`config.mk`:
```
export PLATFORM = sky130hd
export DESIGN_NAME = rail_and_temperature_safety_monitor
export DESIGN_NICKNAME = d
export VERILOG_FILES = /design/src/hdl/rtsm_pkg.sv /design/src/hdl/rtsm_eval.sv /design/src/hdl/rtsm_counters.sv /design/src/hdl/rail_and_temperature_safety_monitor.sv
export SDC_FILE = /design/constraint.sdc
export NUM_CORES = 1
export LEC_CHECK = 0
export CORE_AREA = 2 2 108 110
export DETAILED_ROUTE_END_ITERATION = 10
export DIE_AREA = 0 0 110 112
export DONT_BUFFER_PORTS = 1
export HOLD_SLACK_MARGIN = 0.15
export PLACE_DENSITY_LB_ADDON = 0.08
export SLEW_MARGIN = 20
export SYNTH_ARGS = -nofsm -noshare
export SYNTH_HDL_FRONTEND = slang
export SYNTH_SLANG_ARGS = --single-unit
```
`constraint.sdc`:
```
create_clock -name clk -period 4.1 [get_ports clk]
set_input_delay 0.615 -clock clk [delete_from_list [all_inputs] [get_ports clk]]
set_output_delay 0.615 -clock clk [all_outputs]
set_load 0.01 [all_outputs]
```
`src/hdl/rtsm_pkg.sv`:
```
`timescale 1ns / 1ps
// ----------------------------------------------------------------------------
// rtsm_pkg: shared types and limits of the rail and temperature monitor
// Check numbering, limit table, fault kind codes and the struct types that
// travel between the evaluator, the counter bank and the top level.
// ----------------------------------------------------------------------------
package rtsm_pkg;

  // Check numbering
  localparam int CHECK_SLOTS = 32;            // checks that the mask can address
  localparam int NUM_W       = 5;
  localparam logic [NUM_W-1:0] LAST_CHECK  = 5'd21;
  localparam logic [NUM_W-1:0] FIRST_SOFT  = 5'd2;
  localparam logic [NUM_W-1:0] LAST_SOFT   = 5'd4;

  // Datapath widths
  localparam int SMP_W   = 16;
  localparam int CNT_W   = 7;
  localparam int RAILS   = 3;
  localparam int RAIL_W  = 2;
  localparam int KIND_W  = 2;
  localparam int MASK_W  = 32;
  localparam int CFG_IDX_W = 2;

  // Configuration register indexes
  localparam logic [CFG_IDX_W-1:0] CFG_DISABLE_MASK = 2'd0;
  localparam logic [CFG_IDX_W-1:0] CFG_REPEAT_LIMIT = 2'd1;

  localparam logic [MASK_W-1:0] DISABLE_MASK_RST = '0;
  localparam logic [CNT_W-1:0]  REPEAT_LIMIT_RST = 7'd100;

  // Fault kinds
  localparam logic [KIND_W-1:0] KIND_NONE = 2'd0;
  localparam logic [KIND_W-1:0] KIND_HARD = 2'd1;
  localparam logic [KIND_W-1:0] KIND_SOFT = 2'd2;

  // Hard windows of plain rails
  localparam logic signed [SMP_W-1:0] R0_LO = 16'sd1500;
  localparam logic signed [SMP_W-1:0] R0_HI = 16'sd2600;
  localparam logic signed [SMP_W-1:0] R1_LO = 16'sd1700;
  localparam logic signed [SMP_W-1:0] R1_HI = 16'sd1900;
  localparam logic signed [SMP_W-1:0] R5_LO = 16'sd28000;
  localparam logic signed [SMP_W-1:0] R5_HI = 16'sd29500;

  // Rails with a soft lower bound
  localparam logic signed [SMP_W-1:0] R2_LO   = 16'sd3100;
  localparam logic signed [SMP_W-1:0] R2_SOFT = 16'sd3150;
  localparam logic signed [SMP_W-1:0] R2_HI   = 16'sd4000;
  localparam logic signed [SMP_W-1:0] R3_LO   = 16'sd4250;
  localparam logic signed [SMP_W-1:0] R3_SOFT = 16'sd4300;
  localparam logic signed [SMP_W-1:0] R3_HI   = 16'sd5750;
  localparam logic signed [SMP_W-1:0] R4_LO   = -16'sd7600;
  localparam logic signed [SMP_W-1:0] R4_SOFT = -16'sd7500;
  localparam logic signed [SMP_W-1:0] R4_HI   = -16'sd5350;

  // Over-temperature limits
  localparam logic signed [SMP_W-1:0] TEMP_LOW  = 16'sd60;
  localparam logic signed [SMP_W-1:0] TEMP_MID  = 16'sd70;
  localparam logic signed [SMP_W-1:0] TEMP_HIGH = 16'sd90;

  typedef logic [RAILS-1:0][CNT_W-1:0] cnt_vec_t;

  // Counter bank update request
  typedef struct packed {
    logic              upd;
    logic              clr_all;
    logic [RAIL_W-1:0] rail;
    logic [CNT_W-1:0]  val;
  } cnt_ctl_t;

  // One result beat
  typedef struct packed {
    logic              fault;
    logic [KIND_W-1:0] kind;
    logic [NUM_W-1:0]  next;
    logic [CNT_W-1:0]  low;
  } res_t;

endpackage

```
`src/hdl/rtsm_eval.sv`:
```
`timescale 1ns / 1ps
// ----------------------------------------------------------------------------
// rtsm_eval: limit check of one sample
// Compares the registered sample with its check's limits, decides the fault
// kind and the next check, and requests the soft-low counter update or clear.
// ----------------------------------------------------------------------------
module rtsm_eval (
  input  logic [rtsm_pkg::NUM_W-1:0]        num,
  input  logic signed [rtsm_pkg::SMP_W-1:0] smp,
  input  logic [rtsm_pkg::MASK_W-1:0]       disable_mask,
  input  logic [rtsm_pkg::CNT_W-1:0]        repeat_limit,
  input  rtsm_pkg::cnt_vec_t                cnt,
  output rtsm_pkg::res_t                    res,
  output rtsm_pkg::cnt_ctl_t                ctl
);
  import rtsm_pkg::*;

  always_comb begin
    logic              in_range;
    logic              is_rail;
    logic              disabled;
    logic [RAIL_W-1:0] rail;
    logic [CNT_W-1:0]  cur;
    logic [CNT_W-1:0]  nval;
    logic              upd;
    logic [KIND_W-1:0] kind;
    logic signed [SMP_W-1:0] lo;
    logic signed [SMP_W-1:0] soft_lo;
    logic signed [SMP_W-1:0] hi;

    in_range = (num <= LAST_CHECK);
    is_rail  = (num >= FIRST_SOFT) && (num <= LAST_SOFT);
    disabled = (32'(num) < CHECK_SLOTS) && disable_mask[num];
    rail     = is_rail ? RAIL_W'(num - FIRST_SOFT) : '0;
    cur      = cnt[rail];
    nval     = '0;
    upd      = 1'b0;
    kind     = KIND_NONE;

    // soft window of the selected rail
    case (rail)
      2'd0:    begin lo = R2_LO; soft_lo = R2_SOFT; hi = R2_HI; end
      2'd1:    begin lo = R3_LO; soft_lo = R3_SOFT; hi = R3_HI; end
      default: begin lo = R4_LO; soft_lo = R4_SOFT; hi = R4_HI; end
    endcase

    if (in_range && !disabled) begin
      case (num)
        5'd0: kind = (smp < R0_LO || smp > R0_HI) ? KIND_HARD : KIND_NONE;
        5'd1: kind = (smp < R1_LO || smp > R1_HI) ? KIND_HARD : KIND_NONE;
        5'd2, 5'd3, 5'd4: begin
          if (smp < lo || smp > hi) begin
            kind = KIND_HARD;
          end else if (smp < soft_lo) begin
            if (cur >= repeat_limit) begin
              kind = KIND_SOFT;
            end else begin
              upd  = 1'b1;
              nval = cur + 7'd1;
            end
          end else begin
            upd  = 1'b1;
            nval = '0;
          end
        end
        5'd5: kind = (smp < R5_LO || smp > R5_HI) ? KIND_HARD : KIND_NONE;
        5'd6, 5'd7, 5'd8:
          kind = (smp > TEMP_LOW) ? KIND_HARD : KIND_NONE;
        5'd12, 5'd18:
          kind = (smp > TEMP_HIGH) ? KIND_HARD : KIND_NONE;
        5'd15, 5'd21:
          kind = KIND_NONE;       // empty slots
        default:
          kind = (smp > TEMP_MID) ? KIND_HARD : KIND_NONE;
      endcase
    end

    // result and counter request
    ctl.rail    = rail;
    ctl.val     = nval;
    res.kind    = kind;
    res.fault   = (kind != KIND_NONE);
    if (kind != KIND_NONE) begin
      ctl.upd     = 1'b0;
      ctl.clr_all = 1'b1;
      res.next    = '0;
      res.low     = '0;
    end else begin
      ctl.upd     = upd;
      ctl.clr_all = 1'b0;
      res.next    = (!in_range || num == LAST_CHECK) ? '0 : num + 5'd1;
      res.low     = (is_rail && in_range) ? (upd ? nval : cur) : '0;
    end
  end

endmodule

```
`src/hdl/rtsm_counters.sv`:
```
`timescale 1ns / 1ps
// ----------------------------------------------------------------------------
// rtsm_counters: soft-low counter bank
// One consecutive-low counter per soft rail; a fault clears all of them.
// ----------------------------------------------------------------------------
module rtsm_counters (
  input  logic               clk,
  input  logic               rst_n,
  input  logic               en,
  input  rtsm_pkg::cnt_ctl_t ctl,
  output rtsm_pkg::cnt_vec_t cnt
);
  import rtsm_pkg::*;

  cnt_vec_t cnt_r;
  cnt_vec_t cnt_nxt;

  // next counter values
  always_comb begin
    cnt_nxt = cnt_r;
    if (en) begin
      if (ctl.clr_all) begin
        cnt_nxt = '0;
      end else if (ctl.upd) begin
        cnt_nxt[ctl.rail] = ctl.val;
      end
    end
  end

  always_ff @(posedge clk) begin
    if (!rst_n) begin
      cnt_r <= '0;
    end else begin
      cnt_r <= cnt_nxt;
    end
  end

  assign cnt = cnt_r;

endmodule

```
`src/hdl/rail_and_temperature_safety_monitor.sv`:
```
`timescale 1ns / 1ps
// ----------------------------------------------------------------------------
// rail_and_temperature_safety_monitor: telemetry limit checker
// Checks each telemetry sample against its fixed limits and reports faults.
// ----------------------------------------------------------------------------
// One sample beat is taken per clock while in_stall is low. A beat is held in
// an input register while its limits are checked, then lands in the result
// register as its soft-low counter is updated; one beat per cycle is sustained
// as long as results are taken. A stalled result register still lets one
// more beat into the input register; once both hold a beat, the input side
// is stalled in the same cycle as the result. The configuration port is
// always ready; write it only while the block is idle.
// ----------------------------------------------------------------------------
module rail_and_temperature_safety_monitor (
  input  logic                              clk,
  input  logic                              rst_n,
  // sample channel
  input  logic                              in_valid,
  output logic                              in_stall,
  input  logic [rtsm_pkg::NUM_W-1:0]        in_check_number,
  input  logic signed [rtsm_pkg::SMP_W-1:0] in_sample,
  // result channel
  output logic                              out_valid,
  input  logic                              out_stall,
  output logic                              out_fault,
  output logic [rtsm_pkg::KIND_W-1:0]       out_fault_kind,
  output logic [rtsm_pkg::NUM_W-1:0]        out_next_check,
  output logic [rtsm_pkg::CNT_W-1:0]        out_low_count,
  // configuration write channel
  input  logic                              cfg_valid,
  output logic                              cfg_ready,
  input  logic [rtsm_pkg::CFG_IDX_W-1:0]    cfg_index,
  input  logic [rtsm_pkg::MASK_W-1:0]       cfg_data
);
  import rtsm_pkg::*;

  logic [MASK_W-1:0]       disable_mask_r;
  logic [CNT_W-1:0]        repeat_limit_r;
  logic                    s1_valid_r;
  logic                    s1_valid_nxt;
  logic [NUM_W-1:0]        s1_num_r;
  logic signed [SMP_W-1:0] s1_smp_r;
  logic                    out_valid_r;
  logic                    out_valid_nxt;
  res_t                    out_res_r;
  res_t                    res;
  cnt_ctl_t                ctl;
  cnt_vec_t                cnt;
  logic                    out_free;
  logic                    s1_adv;
  logic                    in_acc;

  // configuration registers
  assign cfg_ready = 1'b1;

  always_ff @(posedge clk) begin
    if (!rst_n) begin
      disable_mask_r <= DISABLE_MASK_RST;
      repeat_limit_r <= REPEAT_LIMIT_RST;
    end else if (cfg_valid && cfg_ready) begin
      if (cfg_index == CFG_DISABLE_MASK) begin
        disable_mask_r <= cfg_data;
      end
      if (cfg_index == CFG_REPEAT_LIMIT) begin
        repeat_limit_r <= cfg_data[CNT_W-1:0];
      end
    end
  end

  // pipeline flow
  assign out_free      = !out_valid_r || !out_stall;
  assign s1_adv        = s1_valid_r && out_free;
  assign in_stall      = s1_valid_r && !out_free;
  assign in_acc        = in_valid && !in_stall;
  assign s1_valid_nxt  = in_acc || (s1_valid_r && !s1_adv);
  assign out_valid_nxt = s1_adv || (out_valid_r && out_stall);

  always_ff @(posedge clk) begin
    if (!rst_n) begin
      s1_valid_r  <= 1'b0;
      out_valid_r <= 1'b0;
    end else begin
      s1_valid_r  <= s1_valid_nxt;
      out_valid_r <= out_valid_nxt;
    end
  end

  // input register
  always_ff @(posedge clk) begin
    if (in_acc) begin
      s1_num_r <= in_check_number;
      s1_smp_r <= in_sample;
    end
  end

  rtsm_eval u_eval (
    .num          (s1_num_r),
    .smp          (s1_smp_r),
    .disable_mask (disable_mask_r),
    .repeat_limit (repeat_limit_r),
    .cnt          (cnt),
    .res          (res),
    .ctl          (ctl)
  );

  rtsm_counters u_counters (
    .clk   (clk),
    .rst_n (rst_n),
    .en    (s1_adv),
    .ctl   (ctl),
    .cnt   (cnt)
  );

  // result register
  always_ff @(posedge clk) begin
    if (s1_adv) begin
      out_res_r <= res;
    end
  end

  assign out_valid      = out_valid_r;
  assign out_fault      = out_res_r.fault;
  assign out_fault_kind = out_res_r.kind;
  assign out_next_check = out_res_r.next;
  assign out_low_count  = out_res_r.low;

  // checks
  a_fault_restarts: assert property (@(posedge clk) disable iff (!rst_n)
    out_valid && out_fault |-> out_next_check == '0 && out_low_count == '0)
    else $error("fault result does not restart the scan");

  a_fault_matches_kind: assert property (@(posedge clk) disable iff (!rst_n)
    out_valid |-> out_fault == (out_fault_kind != KIND_NONE))
    else $error("fault flag and kind disagree");

  a_fault_clears_counters: assert property (@(posedge clk) disable iff (!rst_n)
    s1_adv && res.fault |=> cnt == '0)
    else $error("counters not cleared after a fault");

  a_stall_needs_item: assert property (@(posedge clk) disable iff (!rst_n)
    in_stall |-> s1_valid_r && out_valid_r)
    else $error("input stalled with room in the pipeline");

  a_result_follows_item: assert property (@(posedge clk) disable iff (!rst_n)
    $rose(out_valid) |-> $past(s1_valid_r))
    else $error("result appeared without an item in flight");

endmodule
```
==> summary.md, run 1 <==
| Metric | Value |
|---|---|
| Syn avg cell area | 8.777 sq um |
| Clock buffer depth | 2 |
| Leak | 2.321 nW |
| Gate Count Post-Synth | 609 |
| Slew headroom | 0.3737 |
| Filler Cell Count | 993 |
| Final hold slack | 0.3215 ns |
| Ant diodes | 0 |
| Fin crit period | 3.948 ns |
| Syn Nets | 705 |
| Fin. max-slew vios | 0 |
| Largest cells by area after synthesis | dfxtp_1 20%, edfxtp_1 20%, ha_1 8.4%, nand2_1 8.2%, a21oi_1 5.1% |
| Reg-to-reg startpoint | s1_num_r[1] |
| Total track usage | 0.2324 |
| Post-synth EDFFs | 36 |
| Root buffer cell | clkbuf_16 |
| First-pass GRT wire length | 21850 um |
| ANT nets after route | 0 |
| HP Start | rst_n |
| Layout Nets | 732 |
| Core area | 11170 sq um |
| Hold Violations, Final | 0 |
| Via-per-instance ratio | 5.841 |
| Total power | 2.048 mW |
| Synthesis-to-finish area growth | 15.52% |
| Max Cap Viol | 0 |
| Overflow after GRT | 0 |
| Synth Warn # | 0 |
| #FFs+latches synth | 90 |
| Setup CP Type | reg2reg |
| Biggest area consumer among synthesized cells | dfxtp_1 |
| Peak fanout along the critical path | 7 |
| Yosys cell types | 78 |
| Initial antenna violation count | 0 |
| Drt pass-1 iters | 5 |
| Number of port buffers | 0 |
| Post-synthesis sequential area ratio | 0.4045 |
| Crit share post-route | 0.9629 |
| Drt total wl | 13960 um |
| Fmax | 253.3 MHz |
| Die ar. | 12320 sq um |
| Crit path DAT | 4.23 ns |
| Final Setup Violations | 0 |
| Setup ws final | 0.1523 ns |
| Proportion of layout cells with a drive suffix above 1 | 0.1560 |
| Post-synth ARST share | 0 |
| Top FF cell, synth | dfxtp_1 |
| Clock transition at the registers of the reported paths | 0.07 ns |
| Die Ht | 112 um |
| Worst EP required | 4.38 ns |
| Routed length per instance | 17.81 um |
| TritonCTS Buffers | 9 |
| Start point of the critical path | s1_num_r[1] |
| Clk sinks | 90 |
| DRT iter0 DRCs | 289 |
| Row count | 39 |
| Die W | 110 um |
| CTS tree | yes |
| Vias in the first global route | 4280 |
| Largest net degree at the start of global routing | 31 |
| HP Class | in2reg |
| Status | complete, no violations |
| CP Launch Type | flip-flop |
| Worst-Margin Slew | 0.9385 ns |
| Setup Skew | 0.01032 ns |
| Post-synth top area share | 0.2022 |
| DR vias | 4579 |
| Fin Setup TNS | 0 ns |
| Routability cong. | 0.9304 |
| Drt drc | 0 |
| Synthesized cell area | 5345 sq um |
| H-Tree Depth | 3 |
| VDD IR max | 0.3011 mV |
| Detailed placement HPWL | 9977 um |
| Hold_buf cts | 0 |
| I/O pin cnt | 78 |
| Initial Util | 0.4783 |
| Pwr dens | 331.7 nW/um^2 |
| Worst slack, placed | 0.04846 ns |
| Core Util, Final | 0.5526 |
| Clk_lat worst skew | 0.35 ns |
| Unrepaired setup endpoints after global routing | yes |
| CP endpoint kind | flip-flop |
-- synthesized netlist by cell type (all sizes together), types with 2 or more instances --
library cell,instances
o21bai,4
ha,36
a22oi,6
or4,2
edfxtp,36
dfxtp,54
xor2,4
nand4,6
o311ai,2
and3,4
nor4,6
mux4,2
a21boi,3
nand2,117
xnor2,4
nor3,9
clkbuf,27
nand3,13
a21oi,55
nand3b,6
a21o,3
o21ai,41
nor3b,3
a211o,3
mux2i,13
nor2b,6
o22ai,6
nor2,46
o21a,5
a31o,2
buf,4
a221oi,5
nand4b,2
nand2b,8
or4b,2
o311a,2
a211oi,4
o2bb2ai,7
o211ai,4
a31oi,2
inv,28
-- worst paths after layout --
check | to | slack [ns] | depth (start not counted)
setup reg to reg | u_counters.cnt[15] | 0.15 | 17
setup / recovery | u_counters.cnt[15] | 0.15 | 17
hold reg to reg | disable_mask_r[10] | 0.45 | 2
hold / removal | repeat_limit_r[6] | 0.32 | 1
-- routing by layer --
metal / up-vias / wire length (um) / global-route usage
li1: 2240 / - / -
met1: 2180 / 6117 / 0.3020
met2: 127 / 6760 / 0.3771
met3: 32 / 772 / 0.05328
met4: 0 / 310 / 0.07932
met5: - / 0 / 0
-- critical path: stages (launching register included) --
cell      delay, ns
edfxtp_1       0.43
or4b_4         0.61
mux2i_2        0.16
buf_4          0.17
inv_2          0.05
ha_4           0.21
a21o_1         0.21
a221oi_4       0.31
o41ai_2        0.12
a211o_1        0.33
a221oi_4       0.35
buf_6          0.15
nand4b_4       0.11
buf_6          0.15
nor4_4         0.21
buf_6          0.17
nand2_1        0.06
o21ai_0        0.07
-- state kept, by name (all words and copies together), names as in the netlist --
signal and flops:
out_low_count 7, s1_valid_r 1, out_fault 1, out_next_check 5, s1_smp_r 16, u_counters.cnt 21, out_fault_kind 2, disable_mask_r 24
repeat_limit_r 7, out_valid 1, s1_num_r 5
-- metrics by stage --
step | instance area, sq um | instances
finish | 6175 | 784
global route | 6175 | 784
CTS | 5956 | 769
detailed placement | 5663 | 753
global placement | 5663 | 753
floorplan | 5349 | 609
-- logic make-up after synthesis --
| kind of cell | count (synthesis) | share of synthesized area |
|---|---|---|
| AOI/OAI and AO/OA | 164 | 0.2025 |
| buffers and inverters | 59 | 0.04377 |
| muxes | 15 | 0.03277 |
| adders and majority gates | 36 | 0.08427 |
| and+or+nand+nor | 236 | 0.2184 |
| other | 1 | 0.0007016 |
| DFF | 90 | 0.4045 |
| xor gates and xnor gates | 8 | 0.01311 |
-- where the power goes --
part / internal, mW / switching, mW / leakage [nW]
combinational: 0.108 / 0.152 / 1.40
sequential: 0.967 / 0.0395 / 0.782
clock: 0.431 / 0.351 / 0.140
-- layout by cell type, fill, tap and decap left out, types with 3 or more instances in the layout --
master     count
o2bb2ai_1      6
a22oi_1        5
o21bai_1       4
ha_4           3
and3_1         3
mux2i_1       12
nor3_1         8
inv_1         26
nand4_1        6
a221oi_1       3
nor2b_1        5
o211ai_1       4
xor2_1         4
a211o_1        3
a21oi_1       52
nand2_1      117
a211oi_1       4
o22ai_1        6
nor4_1         4
nor2_1        44
o21a_1         4
clkbuf_16      9
edfxtp_1      36
buf_6          6
a21o_1         3
dfxtp_1       54
nand3_1       11
buf_4         40
xnor2_1        4
o21ai_0       39
nand3b_1       6
ha_1          33
nand2b_1       8
-- layout make-up --
cell class	count	area [sq um]	share of cell area
Clock inverter	5	36.28	0.005876
Multi-Input combinational cell	460	3057	0.4950
Inverter	28	110.1	0.01783
Timing Repair Buffer	47	387.9	0.06282
Sequential cell	90	2162	0.3502
Tap cell	143	178.9	0.02898
Clock buffer	11	242.7	0.03931
-- timing repair --
item,in CTS,in global routing
gates cloned,0,0
resized for setup,3,22
setup endpoints to repair,23,33
buffers inserted,0,15
pin swaps,0,10
Power figures use the tool's default switching activity.
==> run 2: changes to the inputs <==
- PLACE_DENSITY: default -> 0.65
- PLACE_DENSITY_LB_ADDON: 0.08 -> default
==> run 2 against run 1 <==
Die area stayed put. Largest cell class unchanged. Cell count down 2.0%. Maximum frequency decreased by 0.18%. Count of clock-buffer cells in the layout unchanged. Via count shrank 3.9%. Non-clock buffer count down 16. Worst hold slack better by 0.0045 ns. Largest power group unchanged. Wire length is 9.5% lower.
==> summary.md, run 2 (synthesis gave the netlist of run 1 again) <==
| Metric | Value |
|---|---|
| Largest reg by FF count | disable_mask_r |
| Proportion of layout cells with a drive suffix above 1 | 0.1264 (-0.02961) |
| Fin. max-slew vios | 0 (unchanged) |
| Total track usage | 0.2182 (-0.01419) |
| Clock transition at the registers of the reported paths | 0.07 ns (about the same) |
| Leak | 2.255 nW (-2.9%) |
| HP Start | rst_n |
| HP Class | in2reg |
| CP endpoint kind | flip-flop |
| Ant diodes | 0 (unchanged) |
| Via-per-instance ratio | 5.729 (-1.9%) |
| CTS tree | yes |
| Routed length per instance | 16.45 um (-7.6%) |
| Comb power frac | 0.115 (-0.012) |
| Sw Share | 0.2636 (-0.001280) |
| Layout Nets | 716 (-2.2%) |
| CP Launch Type | flip-flop |
| Switching pwr | 534.7 uW (-1.5%) |
| Crit path DAT | 4.14 ns (-0.09 ns) |
| Core Util, Final | 0.5340 (-0.01859) |
| Final instance area | 5967 sq um (-3.4%) |
| Setup Skew | 0.008905 ns (-0.001417 ns) |
| Root buffer cell | clkbuf_16 |
| Row count | 39 (unchanged) |
| Placed Instances | 748 (-0.66%) |
| Crit share post-route | 0.9645 (+0.001693) |
| Reg power frac | 0.497 (+0.005) |
| DR vias | 4400 (-3.9%) |
| Hold Violations, Final | 0 (unchanged) |
| TritonCTS Buffers | 9 (unchanged) |
| Pint | 1.493 mW (-0.82%) |
| CP top delay family | simple AND/OR/NAND/NOR gates |
| Filler Cell Count | 1009 (+1.6%) |
| Max incr delay on CP | 0.74 ns (+0.13 ns) |
| Reg-to-reg startpoint | s1_num_r[4] |
| Worst reg2reg path depth | 15 (-2) |
| Fmax | 252.9 MHz (-0.18%) |
| Fin crit period | 3.955 ns (+0.006941 ns) |
| Slew headroom | 0.4015 (+0.02788) |
| Worst EP required | 4.28 ns (-0.10 ns) |
| Core area | 11170 sq um (unchanged) |
| Clk_lat worst skew | 0.35 ns (about the same) |
| Total power | 2.028 mW (-0.99%) |
| Detailed placement HPWL | 9535 um (-4.4%) |
| Register-to-register setup slack | 0.15 ns (about the same) |
| Most common cell after layout, fill and taps aside | nand2_1 |
| Die ar. | 12320 sq um (unchanged) |
| Worst-Margin Slew | 0.8967 ns (-0.04178 ns) |
| Vias in the first global route | 4285 (+0.12%) |
| Die Ht | 112 um (unchanged) |
| Finished Layout Cells | 768 (-2.0%) |
| Worst path bufs/invs | 3 (-2) |
| ANT nets after route | 0 (unchanged) |
| Number of port buffers | 0 (unchanged) |
| Setup CP Type | reg2reg |
| First-pass GRT wire length | 20780 um (-4.9%) |
| Max reg flops | 24 (unchanged) |
| Final hold slack | 0.3260 ns (+0.004523 ns) |
| Drt total wl | 12630 um (-9.5%) |
| DRT iter0 DRCs | 282 (-2.4%) |
| Initial antenna violation count | 0 (unchanged) |
| Initial Util | 0.4783 (unchanged) |
| Clock buffer depth | 2 (unchanged) |
| Synthesis-to-finish area growth | 11.63% |
| Crit-path cells | or4b_2 > mux2i_4 > inv_1 > buf_4 > a21boi_2 > ha_1 > nand2b_1 > a211oi_1 > o21bai_1 > a21oi_1 > o21ai_0 > nor3_4 > buf_4 > nand2_1 > a21oi_1 |
| Status | complete, no violations |
| Drt drc | 0 (unchanged) |
| Post-DP Area | 5609 sq um (-0.95%) |
| Max Cap Viol | 0 (unchanged) |
| Worst slack, placed | 0.04608 ns (-0.002381 ns) |
| Peak fanout along the critical path | 5 (-2) |
| Clk sinks | 90 (unchanged) |
| Fin Setup TNS | 0 ns (unchanged) |
| Clock share of power | 0.388 (+0.006) |
| Worst Hold Depth | 1 (unchanged) |
| Pwr dens | 339.9 nW/um^2 (+2.5%) |
| H-Tree Depth | 3 (unchanged) |
| Slowest-stage cell, CP | or4b_2 |
| Die W | 110 um (unchanged) |
| Largest net degree at the start of global routing | 31 (unchanged) |
| Capturing point of the worst reg2reg path | out_low_count[3] |
| Commonest cells after routing, fill and taps aside | 117 x nand2_1, 54 x dfxtp_1, 52 x a21oi_1 |
| I/O pin cnt | 78 (unchanged) |
| Final Setup Violations | 0 (unchanged) |
| Setup ws final | 0.1454 ns (-0.006941 ns) |
| Drt pass-1 iters | 7 (+2) |
| VDD IR max | 0.2536 mV (-16%) |
| Overflow after GRT | 0 (unchanged) |
| Worst Hold Path EP | repeat_limit_r[2] |
| Routability cong. | 0.8932 (-4.0%) |
run 2: cell types whose count changed in the layout (fill, tap and decap cells not counted), moves of 2 or more:
| cell | change |
|---|---|
| ha_1 | +2 |
| buf_4 | -9 |
| buf_6 | -6 |
| ha_4 | -2 |
run 2: power groups by stage:
stage | logic, mW | clock network, mW | registers (mW)
after floorplan | 0.181 | 0 | 1.01
after global placement | 0.216 | 0 | 1.03
after detailed placement | 0.223 | 0 | 1.03
after CTS | 0.225 | 0.803 | 1.01
after global routing | 0.262 | 0.841 | 1.01
final | 0.234 | 0.788 | 1.01
run 2: how the worst max path moves through the flow:
stage                           start            endpoint  slack [ns]  depth (start not counted)
final                     s1_num_r[4]    out_low_count[3]        0.15                         15
after global routing      s1_num_r[3]  u_counters.cnt[11]      -0.007                         16
after CTS                 s1_num_r[3]  u_counters.cnt[10]       0.002                         14
after detailed placement  s1_num_r[3]  u_counters.cnt[10]        0.05                         14
after global placement    s1_num_r[3]    out_low_count[6]        0.12                         13
after floorplan           s1_num_r[4]    out_low_count[0]        0.02                         14
run 2: cell type report:
class                      count  area [sq um]  share of cell area
clock inverter                 5         37.54            0.006291
multi-input combinational    460          3008              0.5041
inverter                      28         105.1             0.01761
clock buffer                  11         242.7             0.04068
tap                          143         178.9             0.02999
timing repair buffer          31         232.7             0.03900
sequential                    90          2162              0.3623
run 2: layer usage:
metal | track usage | wire length [um] | part of all wire | up-vias
met1 | 0.2841 | 5678 | 0.45 | 2079
li1 | - | - | - | 2206
met4 | 0.09620 | 262 | 0.021 | 0
met3 | 0.03571 | 459 | 0.036 | 18
met2 | 0.3526 | 6230 | 0.49 | 97
met5 | 0 | 0 | 0 | -
run 2: timing repair:
item / 4_1_cts / 5_1_grt
hold endpoints to repair: 0 / 0
hold buffers: 0 / 0
setup buffers: 0 / 4
resized for setup: 0 / 8
endpoints found under the setup margin: 0 / 30
